`config.mk`:
```
export PLATFORM = sky130hd
export DESIGN_NAME = note_step_sequencer_top
export DESIGN_NICKNAME = d
export VERILOG_FILES = /design/src/rtl/core/nss_pkg.sv /design/src/rtl/core/nss_ram.sv /design/src/rtl/core/nss_dur_unit.sv /design/src/rtl/core/note_step_sequencer_top.sv
export SDC_FILE = /design/constraint.sdc
export NUM_CORES = 2
export LEC_CHECK = 0
export BUFFER_PORTS_ARGS = -buffer_cell sky130_fd_sc_hd__buf_2
export CAP_MARGIN = 40
export CORE_MARGIN = 2
export CORE_UTILIZATION = 40
export CTS_BUF_LIST = sky130_fd_sc_hd__clkbuf_16
export DETAILED_ROUTE_END_ITERATION = 16
export PLACE_DENSITY_LB_ADDON = 0.2
export REMOVE_ABC_BUFFERS = 1
export SYNTH_ARGS = -nofsm -noshare
export SYNTH_HDL_FRONTEND = slang
export SYNTH_SLANG_ARGS = --single-unit
```
`constraint.sdc`:
```
create_clock -name clk -period 5.9 [get_ports clk]
set_input_delay 0 -clock clk [delete_from_list [all_inputs] [get_ports clk]]
set_output_delay 0 -clock clk [all_outputs]
set_load 0.005 [all_outputs]
```
`src/rtl/core/nss_pkg.sv`:
```
// nss_pkg: shared widths, codes and handshake structs of the note step sequencer.
// Used by every module under rtl/core; depends on nothing.
package nss_pkg;

  localparam int STEP_DEPTH_DEF = 64;

  localparam int RATE_W   = 18;
  localparam int UNIT_W   = 16;
  localparam int LEN_W    = 16;
  localparam int PITCH_W  = 24;
  localparam int VEL_W    = 8;
  localparam int POS_W    = 7;
  localparam int VOICE_W  = 5;
  localparam int CNT_W    = 32;
  localparam int REM_W    = 10;
  localparam int PROD_W   = RATE_W + UNIT_W + LEN_W;
  localparam int ENTRY_W  = PITCH_W + VEL_W + LEN_W;
  localparam int MS_DIV   = 1000;

  localparam int CFG_IDX_W  = 3;
  localparam int CFG_DATA_W = 18;
  localparam int IN_DATA_W  = 56;
  localparam int OUT_DATA_W = 40;

  // operation codes
  localparam logic [1:0] OP_TICK    = 2'd0;
  localparam logic [1:0] OP_WRITE   = 2'd1;
  localparam logic [1:0] OP_RESTART = 2'd2;

  // event codes
  localparam logic [1:0] EV_NONE = 2'd0;
  localparam logic [1:0] EV_ON   = 2'd1;
  localparam logic [1:0] EV_OFF  = 2'd2;

  // register indexes
  localparam logic [CFG_IDX_W-1:0] REG_SAMPLE_RATE = 3'd0;
  localparam logic [CFG_IDX_W-1:0] REG_UNIT_MS     = 3'd1;
  localparam logic [CFG_IDX_W-1:0] REG_UNIT_OVR    = 3'd2;
  localparam logic [CFG_IDX_W-1:0] REG_STEP_COUNT  = 3'd3;
  localparam logic [CFG_IDX_W-1:0] REG_LOOP_EN     = 3'd4;
  localparam logic [CFG_IDX_W-1:0] REG_VOICE       = 3'd5;

  typedef struct packed {
    logic              start;
    logic [RATE_W-1:0] rate;
    logic [UNIT_W-1:0] unit;
    logic [LEN_W-1:0]  len;
    logic [REM_W-1:0]  rem;
  } nss_dur_req_t;

  typedef struct packed {
    logic             done;
    logic [CNT_W-1:0] count;
    logic [REM_W-1:0] rem;
  } nss_dur_rsp_t;

endpackage

```
`src/rtl/core/nss_ram.sv`:
```
// nss_ram: generic simple dual-port RAM, one write and one registered read port.
// Depends on nss_pkg for default sizes only.
module nss_ram
  import nss_pkg::*;
#(
  parameter int WIDTH = ENTRY_W,
  parameter int DEPTH = STEP_DEPTH_DEF,
  localparam int AW = (DEPTH > 1) ? $clog2(DEPTH) : 1
) (
  input  logic             clk,
  input  logic             we,
  input  logic [AW-1:0]    waddr,
  input  logic [WIDTH-1:0] wdata,
  input  logic [AW-1:0]    raddr,
  output logic [WIDTH-1:0] rdata
);

  logic [WIDTH-1:0] mem [DEPTH];

  always_ff @(posedge clk) begin
    if (we) begin
      mem[waddr] <= wdata;
    end
    rdata <= mem[raddr];
  end

endmodule

```
`src/rtl/core/nss_dur_unit.sv`:
```
// nss_dur_unit: bit-serial step duration unit, rate*unit*len + rem, then /1000.
// Shift-add multiply one bit a cycle, restoring divide one bit a cycle. Uses nss_pkg.
module nss_dur_unit
  import nss_pkg::*;
(
  input  logic         clk,
  input  logic         rst_n,
  input  nss_dur_req_t req,
  output nss_dur_rsp_t rsp
);

  typedef enum logic [2:0] {D_IDLE, D_MUL1, D_MUL2, D_DIV, D_DONE} dur_state_t;

  localparam logic [REM_W:0] DIVISOR = (REM_W + 1)'(MS_DIV);

  dur_state_t        state_r;
  logic [PROD_W-1:0] acc_r;
  logic [PROD_W-1:0] mcand_r;
  logic [RATE_W-1:0] mplier_r;
  logic [RATE_W-1:0] rate_r;
  logic [REM_W-1:0]  rem_r;
  logic [5:0]        cnt_r;

  logic [PROD_W-1:0] acc_add;
  logic [REM_W:0]    trial;
  logic              trial_ge;
  logic [REM_W-1:0]  rem_nxt;

  assign acc_add  = acc_r + (mplier_r[0] ? mcand_r : '0);
  assign trial    = {rem_r, acc_r[PROD_W-1]};
  assign trial_ge = (trial >= DIVISOR);
  assign rem_nxt  = trial_ge ? REM_W'(trial - DIVISOR) : trial[REM_W-1:0];

  always_ff @(posedge clk) begin
    if (!rst_n) begin
      state_r <= D_IDLE;
    end else begin
      case (state_r)
        D_IDLE: begin
          if (req.start) begin
            mcand_r  <= PROD_W'(req.unit);
            mplier_r <= RATE_W'(req.len);
            acc_r    <= '0;
            rate_r   <= req.rate;
            rem_r    <= req.rem;
            cnt_r    <= 6'(LEN_W - 1);
            state_r  <= D_MUL1;
          end
        end
        D_MUL1: begin
          if (cnt_r == '0) begin
            // unit*len done; multiply it by the rate, seeding the carried remainder
            mcand_r  <= acc_add;
            mplier_r <= rate_r;
            acc_r    <= PROD_W'(rem_r);
            cnt_r    <= 6'(RATE_W - 1);
            state_r  <= D_MUL2;
          end else begin
            acc_r    <= acc_add;
            mcand_r  <= {mcand_r[PROD_W-2:0], 1'b0};
            mplier_r <= {1'b0, mplier_r[RATE_W-1:1]};
            cnt_r    <= cnt_r - 6'd1;
          end
        end
        D_MUL2: begin
          acc_r    <= acc_add;
          mcand_r  <= {mcand_r[PROD_W-2:0], 1'b0};
          mplier_r <= {1'b0, mplier_r[RATE_W-1:1]};
          if (cnt_r == '0) begin
            rem_r   <= '0;
            cnt_r   <= 6'(PROD_W - 1);
            state_r <= D_DIV;
          end else begin
            cnt_r <= cnt_r - 6'd1;
          end
        end
        D_DIV: begin
          // quotient bits shift in where dividend bits shift out
          acc_r <= {acc_r[PROD_W-2:0], trial_ge};
          rem_r <= rem_nxt;
          if (cnt_r == '0) begin
            state_r <= D_DONE;
          end else begin
            cnt_r <= cnt_r - 6'd1;
          end
        end
        D_DONE: begin
          state_r <= D_IDLE;
        end
        default: begin
          state_r <= D_IDLE;
        end
      endcase
    end
  end

  always_comb begin
    rsp.done = (state_r == D_DONE);
    rsp.rem  = rem_r;
    if (|acc_r[PROD_W-1:CNT_W]) begin
      rsp.count = '1;
    end else if (acc_r == '0) begin
      rsp.count = CNT_W'(1);
    end else begin
      rsp.count = acc_r[CNT_W-1:0];
    end
  end

endmodule

```
`src/rtl/core/note_step_sequencer_top.sv`:
```
// note_step_sequencer_top: step table player driven by sample ticks.
// Uses nss_pkg, nss_ram (step table) and nss_dur_unit (countdown reload).
//
//  channel | ports                              | direction | payload
//  input   | in_tvalid in_tready in_tdata/tuser | slave     | one operation
//  result  | out_tvalid out_tready out_tdata/tuser | master | one event per operation
//  config  | cfg_valid cfg_ready cfg_index/data | slave     | register write, always ready
//
// One item at a time. A tick that loads a new step goes from its transfer to the next input
// transfer through the table read (S_RD, S_LD), the serial multiplies (unit by length, then by
// rate), the serial divide by 1000, the done state and the result register, then the transfer.
// Other operations go from the input transfer straight to the result register.
// Reset (rst_n low, synchronous) restores register defaults and player state; the
// step table keeps its contents. A stalled result holds the next result, and the input.
module note_step_sequencer_top
  import nss_pkg::*;
#(
  parameter int STEP_DEPTH = STEP_DEPTH_DEF
) (
  input  logic                  clk,
  input  logic                  rst_n,
  input  logic                  in_tvalid,
  output logic                  in_tready,
  // step_addr[5:0], step_pitch[29:6], step_velocity[37:30], step_length[53:38],
  // keep_remainder[54], zero fill
  input  logic [IN_DATA_W-1:0]  in_tdata,
  // operation[1:0]
  input  logic [1:0]            in_tuser,
  output logic                  out_tvalid,
  input  logic                  out_tready,
  // voice[3:0], pitch[27:4], velocity[35:28], finished[36], zero fill
  output logic [OUT_DATA_W-1:0] out_tdata,
  // event_res[1:0]
  output logic [1:0]            out_tuser,
  input  logic                  cfg_valid,
  output logic                  cfg_ready,
  input  logic [CFG_IDX_W-1:0]  cfg_index,
  input  logic [CFG_DATA_W-1:0] cfg_data
);

  localparam int AW   = (STEP_DEPTH > 1) ? $clog2(STEP_DEPTH) : 1;
  localparam int XW   = (AW + 1 > POS_W) ? AW + 1 : POS_W;
  localparam int CLIP = (STEP_DEPTH > 127) ? 127 : STEP_DEPTH;
  localparam logic [POS_W-1:0] DEPTH_CLIP = POS_W'(CLIP);

  typedef enum logic [2:0] {S_IDLE, S_RD, S_LD, S_CALC, S_RES} seq_state_t;

  seq_state_t        state_r;
  logic [RATE_W-1:0] sample_rate_r;
  logic [UNIT_W-1:0] unit_ms_r;
  logic [UNIT_W-1:0] unit_ovr_r;
  logic [POS_W-1:0]  step_count_r;
  logic              loop_en_r;
  logic [VOICE_W-1:0] voice_r;

  logic [POS_W-1:0]  pos_r;
  logic [CNT_W-1:0]  samples_left_r;
  logic [REM_W-1:0]  ms_rem_r;
  logic              done_r;

  logic [1:0]         res_ev_r;
  logic [PITCH_W-1:0] res_pitch_r;
  logic [VEL_W-1:0]   res_vel_r;

  logic               out_tvalid_r;
  logic [OUT_DATA_W-1:0] out_tdata_r;
  logic [1:0]         out_tuser_r;

  // input fields
  logic [5:0]         f_addr;
  logic [PITCH_W-1:0] f_pitch;
  logic [VEL_W-1:0]   f_vel;
  logic [LEN_W-1:0]   f_len;
  logic               f_keep;

  logic               in_xfer;
  logic               res_load;
  logic [POS_W-1:0]   count;
  logic               active;
  logic               addr_ok;
  logic [XW-1:0]      waddr_x;
  logic [XW-1:0]      raddr_x;
  logic [ENTRY_W-1:0] rdata;
  logic [PITCH_W-1:0] rd_pitch;
  logic [VEL_W-1:0]   rd_vel;
  logic [LEN_W-1:0]   rd_len;

  nss_dur_req_t dur_req;
  nss_dur_rsp_t dur_rsp;

  assign f_addr  = in_tdata[5:0];
  assign f_pitch = in_tdata[29:6];
  assign f_vel   = in_tdata[37:30];
  assign f_len   = in_tdata[53:38];
  assign f_keep  = in_tdata[54];

  assign in_tready  = (state_r == S_IDLE);
  assign in_xfer    = in_tvalid && in_tready;
  assign res_load   = (state_r == S_RES) && (!out_tvalid_r || out_tready);
  assign cfg_ready  = 1'b1;
  assign out_tvalid = out_tvalid_r;
  assign out_tdata  = out_tdata_r;
  assign out_tuser  = out_tuser_r;

  assign count   = (step_count_r > DEPTH_CLIP) ? DEPTH_CLIP : step_count_r;
  assign active  = (count != '0) && !voice_r[VOICE_W-1] && !done_r;
  assign waddr_x = XW'(f_addr);
  assign raddr_x = XW'(pos_r);
  assign addr_ok = (waddr_x < XW'(STEP_DEPTH));

  assign rd_pitch = rdata[PITCH_W-1:0];
  assign rd_vel   = rdata[PITCH_W+VEL_W-1:PITCH_W];
  assign rd_len   = rdata[ENTRY_W-1:PITCH_W+VEL_W];

  nss_ram #(
    .WIDTH (ENTRY_W),
    .DEPTH (STEP_DEPTH)
  ) u_step_ram (
    .clk   (clk),
    .we    (in_xfer && (in_tuser == OP_WRITE) && addr_ok),
    .waddr (waddr_x[AW-1:0]),
    .wdata ({f_len, f_vel, f_pitch}),
    .raddr (raddr_x[AW-1:0]),
    .rdata (rdata)
  );

  always_comb begin
    dur_req.start = (state_r == S_LD);
    dur_req.rate  = sample_rate_r;
    dur_req.unit  = (unit_ovr_r != '0) ? unit_ovr_r : unit_ms_r;
    dur_req.len   = rd_len;
    dur_req.rem   = ms_rem_r;
  end

  nss_dur_unit u_dur (
    .clk   (clk),
    .rst_n (rst_n),
    .req   (dur_req),
    .rsp   (dur_rsp)
  );

  // configuration
  always_ff @(posedge clk) begin
    if (!rst_n) begin
      sample_rate_r <= RATE_W'(48000);
      unit_ms_r     <= UNIT_W'(100);
      unit_ovr_r    <= '0;
      step_count_r  <= '0;
      loop_en_r     <= 1'b0;
      voice_r       <= '1;
    end else if (cfg_valid && cfg_ready) begin
      case (cfg_index)
        REG_SAMPLE_RATE: sample_rate_r <= cfg_data[RATE_W-1:0];
        REG_UNIT_MS:     unit_ms_r     <= cfg_data[UNIT_W-1:0];
        REG_UNIT_OVR:    unit_ovr_r    <= cfg_data[UNIT_W-1:0];
        REG_STEP_COUNT:  step_count_r  <= cfg_data[POS_W-1:0];
        REG_LOOP_EN:     loop_en_r     <= cfg_data[0];
        REG_VOICE:       voice_r       <= cfg_data[VOICE_W-1:0];
        default: ;
      endcase
    end
  end

  // sequencer
  always_ff @(posedge clk) begin
    if (!rst_n) begin
      state_r        <= S_IDLE;
      pos_r          <= '0;
      samples_left_r <= '0;
      ms_rem_r       <= '0;
      done_r         <= 1'b0;
      out_tvalid_r   <= 1'b0;
    end else begin
      if (out_tready && !res_load) begin
        out_tvalid_r <= 1'b0;
      end
      case (state_r)
        S_IDLE: begin
          if (in_xfer) begin
            res_pitch_r <= '0;
            res_vel_r   <= '0;
            case (in_tuser)
              OP_TICK: begin
                if (active && (samples_left_r == '0)) begin
                  if ((pos_r >= count) && !loop_en_r) begin
                    done_r   <= 1'b1;
                    res_ev_r <= EV_OFF;
                    state_r  <= S_RES;
                  end else begin
                    if (pos_r >= count) begin
                      pos_r <= '0;
                    end
                    state_r <= S_RD;
                  end
                end else begin
                  if (active) begin
                    samples_left_r <= samples_left_r - CNT_W'(1);
                  end
                  res_ev_r <= EV_NONE;
                  state_r  <= S_RES;
                end
              end
              OP_RESTART: begin
                samples_left_r <= '0;
                pos_r          <= '0;
                done_r         <= 1'b0;
                if (!f_keep) begin
                  ms_rem_r <= '0;
                end
                res_ev_r <= (!f_keep && !voice_r[VOICE_W-1]) ? EV_OFF : EV_NONE;
                state_r  <= S_RES;
              end
              default: begin
                res_ev_r <= EV_NONE;
                state_r  <= S_RES;
              end
            endcase
          end
        end
        S_RD: begin
          state_r <= S_LD;
        end
        S_LD: begin
          // duration unit starts this cycle on the length read from the table
          res_pitch_r <= rd_pitch;
          res_vel_r   <= rd_vel;
          state_r     <= S_CALC;
        end
        S_CALC: begin
          if (dur_rsp.done) begin
            // countdown already counts this tick
            samples_left_r <= dur_rsp.count - CNT_W'(1);
            ms_rem_r       <= dur_rsp.rem;
            pos_r          <= pos_r + POS_W'(1);
            if ((res_pitch_r != '0) && (res_vel_r != '0)) begin
              res_ev_r <= EV_ON;
            end else begin
              res_ev_r    <= EV_OFF;
              res_pitch_r <= '0;
              res_vel_r   <= '0;
            end
            state_r <= S_RES;
          end
        end
        S_RES: begin
          if (res_load) begin
            out_tvalid_r <= 1'b1;
            out_tuser_r  <= res_ev_r;
            out_tdata_r  <= {3'b000, done_r, res_vel_r, res_pitch_r,
                             (res_ev_r != EV_NONE) ? voice_r[3:0] : 4'd0};
            state_r      <= S_IDLE;
          end
        end
        default: begin
          state_r <= S_IDLE;
        end
      endcase
    end
  end

  a_dur_done_in_calc: assert property (@(posedge clk) disable iff (!rst_n)
    dur_rsp.done |-> (state_r == S_CALC))
    else $error("duration unit finished outside of step load");

  a_done_stopped: assert property (@(posedge clk) disable iff (!rst_n)
    done_r |-> (samples_left_r == '0))
    else $error("finished pattern with a running countdown");

  a_note_on_payload: assert property (@(posedge clk) disable iff (!rst_n)
    (out_tvalid_r && (out_tuser_r == EV_ON)) |->
      ((out_tdata_r[27:4] != '0) && (out_tdata_r[35:28] != '0)))
    else $error("note on with zero pitch or velocity");

endmodule
```
==> reports/results.txt <==
For this design the top-level I/O count stands at 129. The overall die height is 586 um, and the number of levels in the clock H-tree is 5. Setup violations remaining at the end of the flow were counted as 0.

In the post-synthesis netlist, the biggest area contributors are sky130_fd_sc_hd__edfxtp_1, sky130_fd_sc_hd__mux4_2, sky130_fd_sc_hd__dfxtp_1, sky130_fd_sc_hd__clkbuf_1, sky130_fd_sc_hd__a21oi_1. Setup repair after global routing left no endpoint under its margin. IR analysis of the VDD net gives a maximum drop of 0.000235 V. In this run the power density over the cells is 322 nW/um^2. The total number of nets in the final design was 7079; the number of iterations in the first detailed-routing pass was 6.

After detailed routing, the number of remaining DRC violations is 0. Once detailed placement completed, the half-perimeter wirelength came to 212000 um. The largest net degree at the start of global routing was 79; the hold violation count in the final report was 0. Counting along the longest clock path gives a buffer depth of 4. Summing all flip-flop and latch instances after layout gives 102000 sq um. The cell taking the most area after synthesis is sky130_fd_sc_hd__edfxtp_1. Routed metal-1 wire length: 157000 um.

The post-detailed-route via-to-cell ratio came out at 5.79. The tools report the critical path launch point as u_dur.mplier_r[0]. The most repeated library cell on the critical path is sky130_fd_sc_hd__o21ai_0. The setup TNS after final layout is 0 ns, and the depth of the worst register-to-register path is 12. The logs give 6.56 ns for the critical path data required time and 0.402 for the starting utilization of the core area. The first global-routing pass estimated 520000 um of wire. The final layout contains routed wiring with a total length of 367000 um. TritonCTS built the clock tree. Number of antenna violations at the first check in global routing: 33. The core utilization of the finished layout came out at 0.469. On the worst path, the slowest cell contributes a delay of 0.72 ns. After routing the design area is 158000 sq um. At the placement stage, the worst setup path has a slack of 1.29 ns. The most used flip-flop cell after synthesis is sky130_fd_sc_hd__edfxtp_1. The tools report the part of the Yosys area used for sequential elements as 0.755. The worst-path cell with the longest stage delay is sky130_fd_sc_hd__a2111oi_2. The DRC violation total after the first TritonRoute iteration came out at 7736.

The leakage power figure is 48.8 nW, and the signal arrival time at the worst endpoint is 5.21 ns. After detailed routing, the average wire length per cell comes to 31.2 um. Once placement finished, the instance area stood at 145000 sq um. Across the run, the number of max-cap violations was 0. Traced cell by cell, the critical path runs through buf_4, nand2_1, fa_1, nand2b_1, a21oi_1, o21ai_0, a2111oi_2, o21ai_1, a211oi_1, o21ai_0, a21o_1, a32o_1. The x dimension of the die was 586 um; the total clock sinks was 3465. Summed over all nets, wire length on met3 after detailed routing comes to 22600 um. For the number of distinct standard cells referenced by the synthesized netlist, the log shows 75. Following the worst setup path forward leads to its endpoint at u_dur.acc_r[46]. Global routing finished with a remaining overflow of 0. Final worst setup slack: 1.35 ns.

The tree is rooted in a sky130_fd_sc_hd__clkbuf_16. The run finished with clean final reports. At the later pin of the worst-skew pair, clock insertion delay measures 0.95 ns. The number of synthesized register bits came out at 3465. The filler cell count came out at 27836.

The share of the synthesized area in the top cell type was 0.730. Signal routing reaches up to met5. The logs give 367 for the TritonCTS buffer count and 0.212 for the global router's overall resource usage.

The startpoint type of the worst setup path is a flop. The die footprint was 344000 sq um; the final critical-path required period was 4.55 ns. The number of standard-cell rows in the floorplan was 213; the proportion of layout cells with a drive suffix above 1 was 0.282. Relative to the synthesized area, the layout overhead comes to 16.6%. For the count of final max-slew check failures, the log shows 0.

The endpoint of the worst register-to-register path is u_dur.acc_r[46]. The worst hold path belongs to the class input pin to flop. The number of hold buffers added after CTS was 154. Counting flops with a built-in enable in the synthesized netlist gives 3297. In the final layout, the multi-input gates occupy 32300 sq um. The routed layout has 68028 vias.

The average instance in the mapped netlist occupies 21.4 sq um. The post-detailed-route count of antenna-violating nets was 0; the number of global-route vias before repair was 69078. The setup check on the worst reg-to-reg path leaves a slack of 1.35 ns. For this run, the top clock speed supported by timing is 220 MHz. The tools report the endpoint kind of the worst setup timing path as a flop. The worst register-to-register path begins at u_dur.mplier_r[0]. The post-CTS repair timing setup buffer count is 0. Synthesis handed over a netlist of 6344 instances. The placeable core region is 337000 sq um, and the maximum net fanout on the critical path is 49. After detailed routing, the met2 layer carries 177000 um of wire. The worst hold-check slack is 0.0571 ns.

The clock-pin slew on the worst setup and hold paths is 0.06 ns, and the actual transition at the worst max-transition pin is 1.00 ns. The run gives 136000 sq um as the cell area after synthesis. The final estimated routing congestion in global placement came out at 0.813. The share of synthesized flip-flops with an asynchronous set or reset came out at 0.

The type of the setup path with the least slack is flop to flop. The number of port buffers was 123. The final clock period utilization by the worst path is 0.772.

Yosys printed 0 warnings. The worst slew margin relative to its limit was 0.333; the quantity of gates resized following cts was 0. For the final database, setup skew stands at 0.0844 ns.
==> per-stage QoR <==
| stage | total power, W | cells |
|---|---|---|
| after global placement | 0.0283 | 10864 |
| final | 0.0509 | 11756 |
| after global routing | 0.0523 | 11752 |
| after detailed placement | 0.0284 | 10924 |
| after CTS | 0.0513 | 11750 |
| after floorplan | 0.0278 | 6003 |
==> worst min-delay path by stage <==
stage,to,cells past startpoint,start,slack (ns)
2_1_floorplan,voice_r[0],1,rst_n,0.06
3_3_place_gp,unit_ms_r[14],3,cfg_data[14],0.27
3_5_place_dp,u_step_ram.mem[41][4],1,in_tdata[10],0.26
4_1_cts,u_step_ram.mem[32][5],2,in_tdata[11],0.004
5_1_grt,u_step_ram.mem[27][28],2,in_tdata[34],0.03
6_report,u_step_ram.mem[13][37],2,in_tdata[43],0.06
==> cell families after synthesis <==
kind of cell / count (synthesis) / share of synthesized area
AO/OA/AOI/OAI: 558 / 0.0271
XOR/XNOR: 79 / 0.00510
adder cells (fa/ha/maj): 62 / 0.00578
buffers and inverters: 394 / 0.0111
flip-flops: 3465 / 0.755
multiplexers: 1022 / 0.169
other: 2 / 0.0000554
AND/OR/NAND/NOR: 762 / 0.0272
==> final cells by class <==
type / count / area share
timing repair buffer: 561 / 0.0357
clock inverter: 298 / 0.0165
clock buffer: 374 / 0.0592
multi-input combinational: 2487 / 0.204
antenna: 5 / 0.0000791
sequential: 3465 / 0.648
inverter: 51 / 0.00121
tap: 4515 / 0.0357
==> critical path, delay by kind of cell (launching register included) <==
kind | cells | cell delay, ns
AO/OA/AOI/OAI | 8 | 2.78
adder cells (fa/ha/maj) | 1 | 0.44
buffers and inverters | 1 | 0.39
flip-flops | 1 | 0.34
AND/OR/NAND/NOR | 2 | 0.33
==> where the power goes <==
part / internal [W] / leakage, nW / switching [W]
combinational: 0.000285 / 11.7 / 0.000657
sequential: 0.0269 / 31.1 / 0.0000460
clock: 0.0133 / 6.14 / 0.00963
==> cells in the mapped netlist (all sizes together), types with 3 or more instances <==
master / n
o22ai: 3
a222oi: 23
o31ai: 3
o21ai: 137
and2: 86
mux4: 1008
nor3: 51
buf: 81
o211ai: 17
xnor2: 45
or4: 10
a21o: 34
dfxtp: 168
a21boi: 5
a211oi: 10
a22oi: 9
mux2i: 14
o21bai: 9
a22o: 69
inv: 51
o221ai: 3
or3: 24
or3b: 3
clkbuf: 262
and3: 14
and4: 4
ha: 61
a221o: 15
nand2: 227
a21oi: 173
nand4: 10
a32o: 6
nor4: 36
nor2: 186
or2: 3
nand2b: 16
xor2: 34
nor3b: 4
a31oi: 14
nand3: 57
edfxtp: 3297
nand3b: 8
o21a: 8
nor2b: 21
==> registers in the layout (all words and copies together) (netlist names), 5 cells and up <==
signal,flops
u_step_ram.rdata,48
res_pitch_r,24
u_dur.cnt_r,6
pos_r,7
unit_ovr_r,16
u_dur.rate_r,18
u_dur.rem_r,10
samples_left_r,32
step_count_r,7
unit_ms_r,16
out_tdata,37
sample_rate_r,18
res_vel_r,8
voice_r,5
u_dur.acc_r,50
u_dur.mcand_r,50
u_dur.mplier_r,18
u_step_ram.mem,3072
ms_rem_r,10
==> placed cells by master, fill, tap and decap left out, types with 61 or more instances in the layout <==
cell	netlist	routed
sky130_fd_sc_hd__clkinv_2	0	62
sky130_fd_sc_hd__mux4_2	1008	1008
sky130_fd_sc_hd__nor2_1	186	119
sky130_fd_sc_hd__a22o_1	69	69
sky130_fd_sc_hd__buf_2	5	123
sky130_fd_sc_hd__clkbuf_16	0	374
sky130_fd_sc_hd__edfxtp_1	3297	3297
sky130_fd_sc_hd__clkinv_1	0	79
sky130_fd_sc_hd__buf_4	4	178
sky130_fd_sc_hd__a21oi_1	173	172
sky130_fd_sc_hd__dlygate4sd3_1	0	154
sky130_fd_sc_hd__inv_1	50	124
sky130_fd_sc_hd__nand2_1	227	227
sky130_fd_sc_hd__dfxtp_1	168	162
sky130_fd_sc_hd__and2_1	86	86
sky130_fd_sc_hd__nor2_4	0	66
sky130_fd_sc_hd__ha_1	61	61
sky130_fd_sc_hd__o21ai_0	129	128
sky130_fd_sc_hd__buf_12	0	89
==> metal layers <==
| layer | track usage | vias to the layer above |
|---|---|---|
| li1 | - | 27881 |
| met1 | 0.304 | 37265 |
| met2 | 0.345 | 2381 |
| met3 | 0.0268 | 495 |
| met4 | 0.0564 | 6 |
| met5 | 0 | - |
Power figures use the tool's default switching activity.
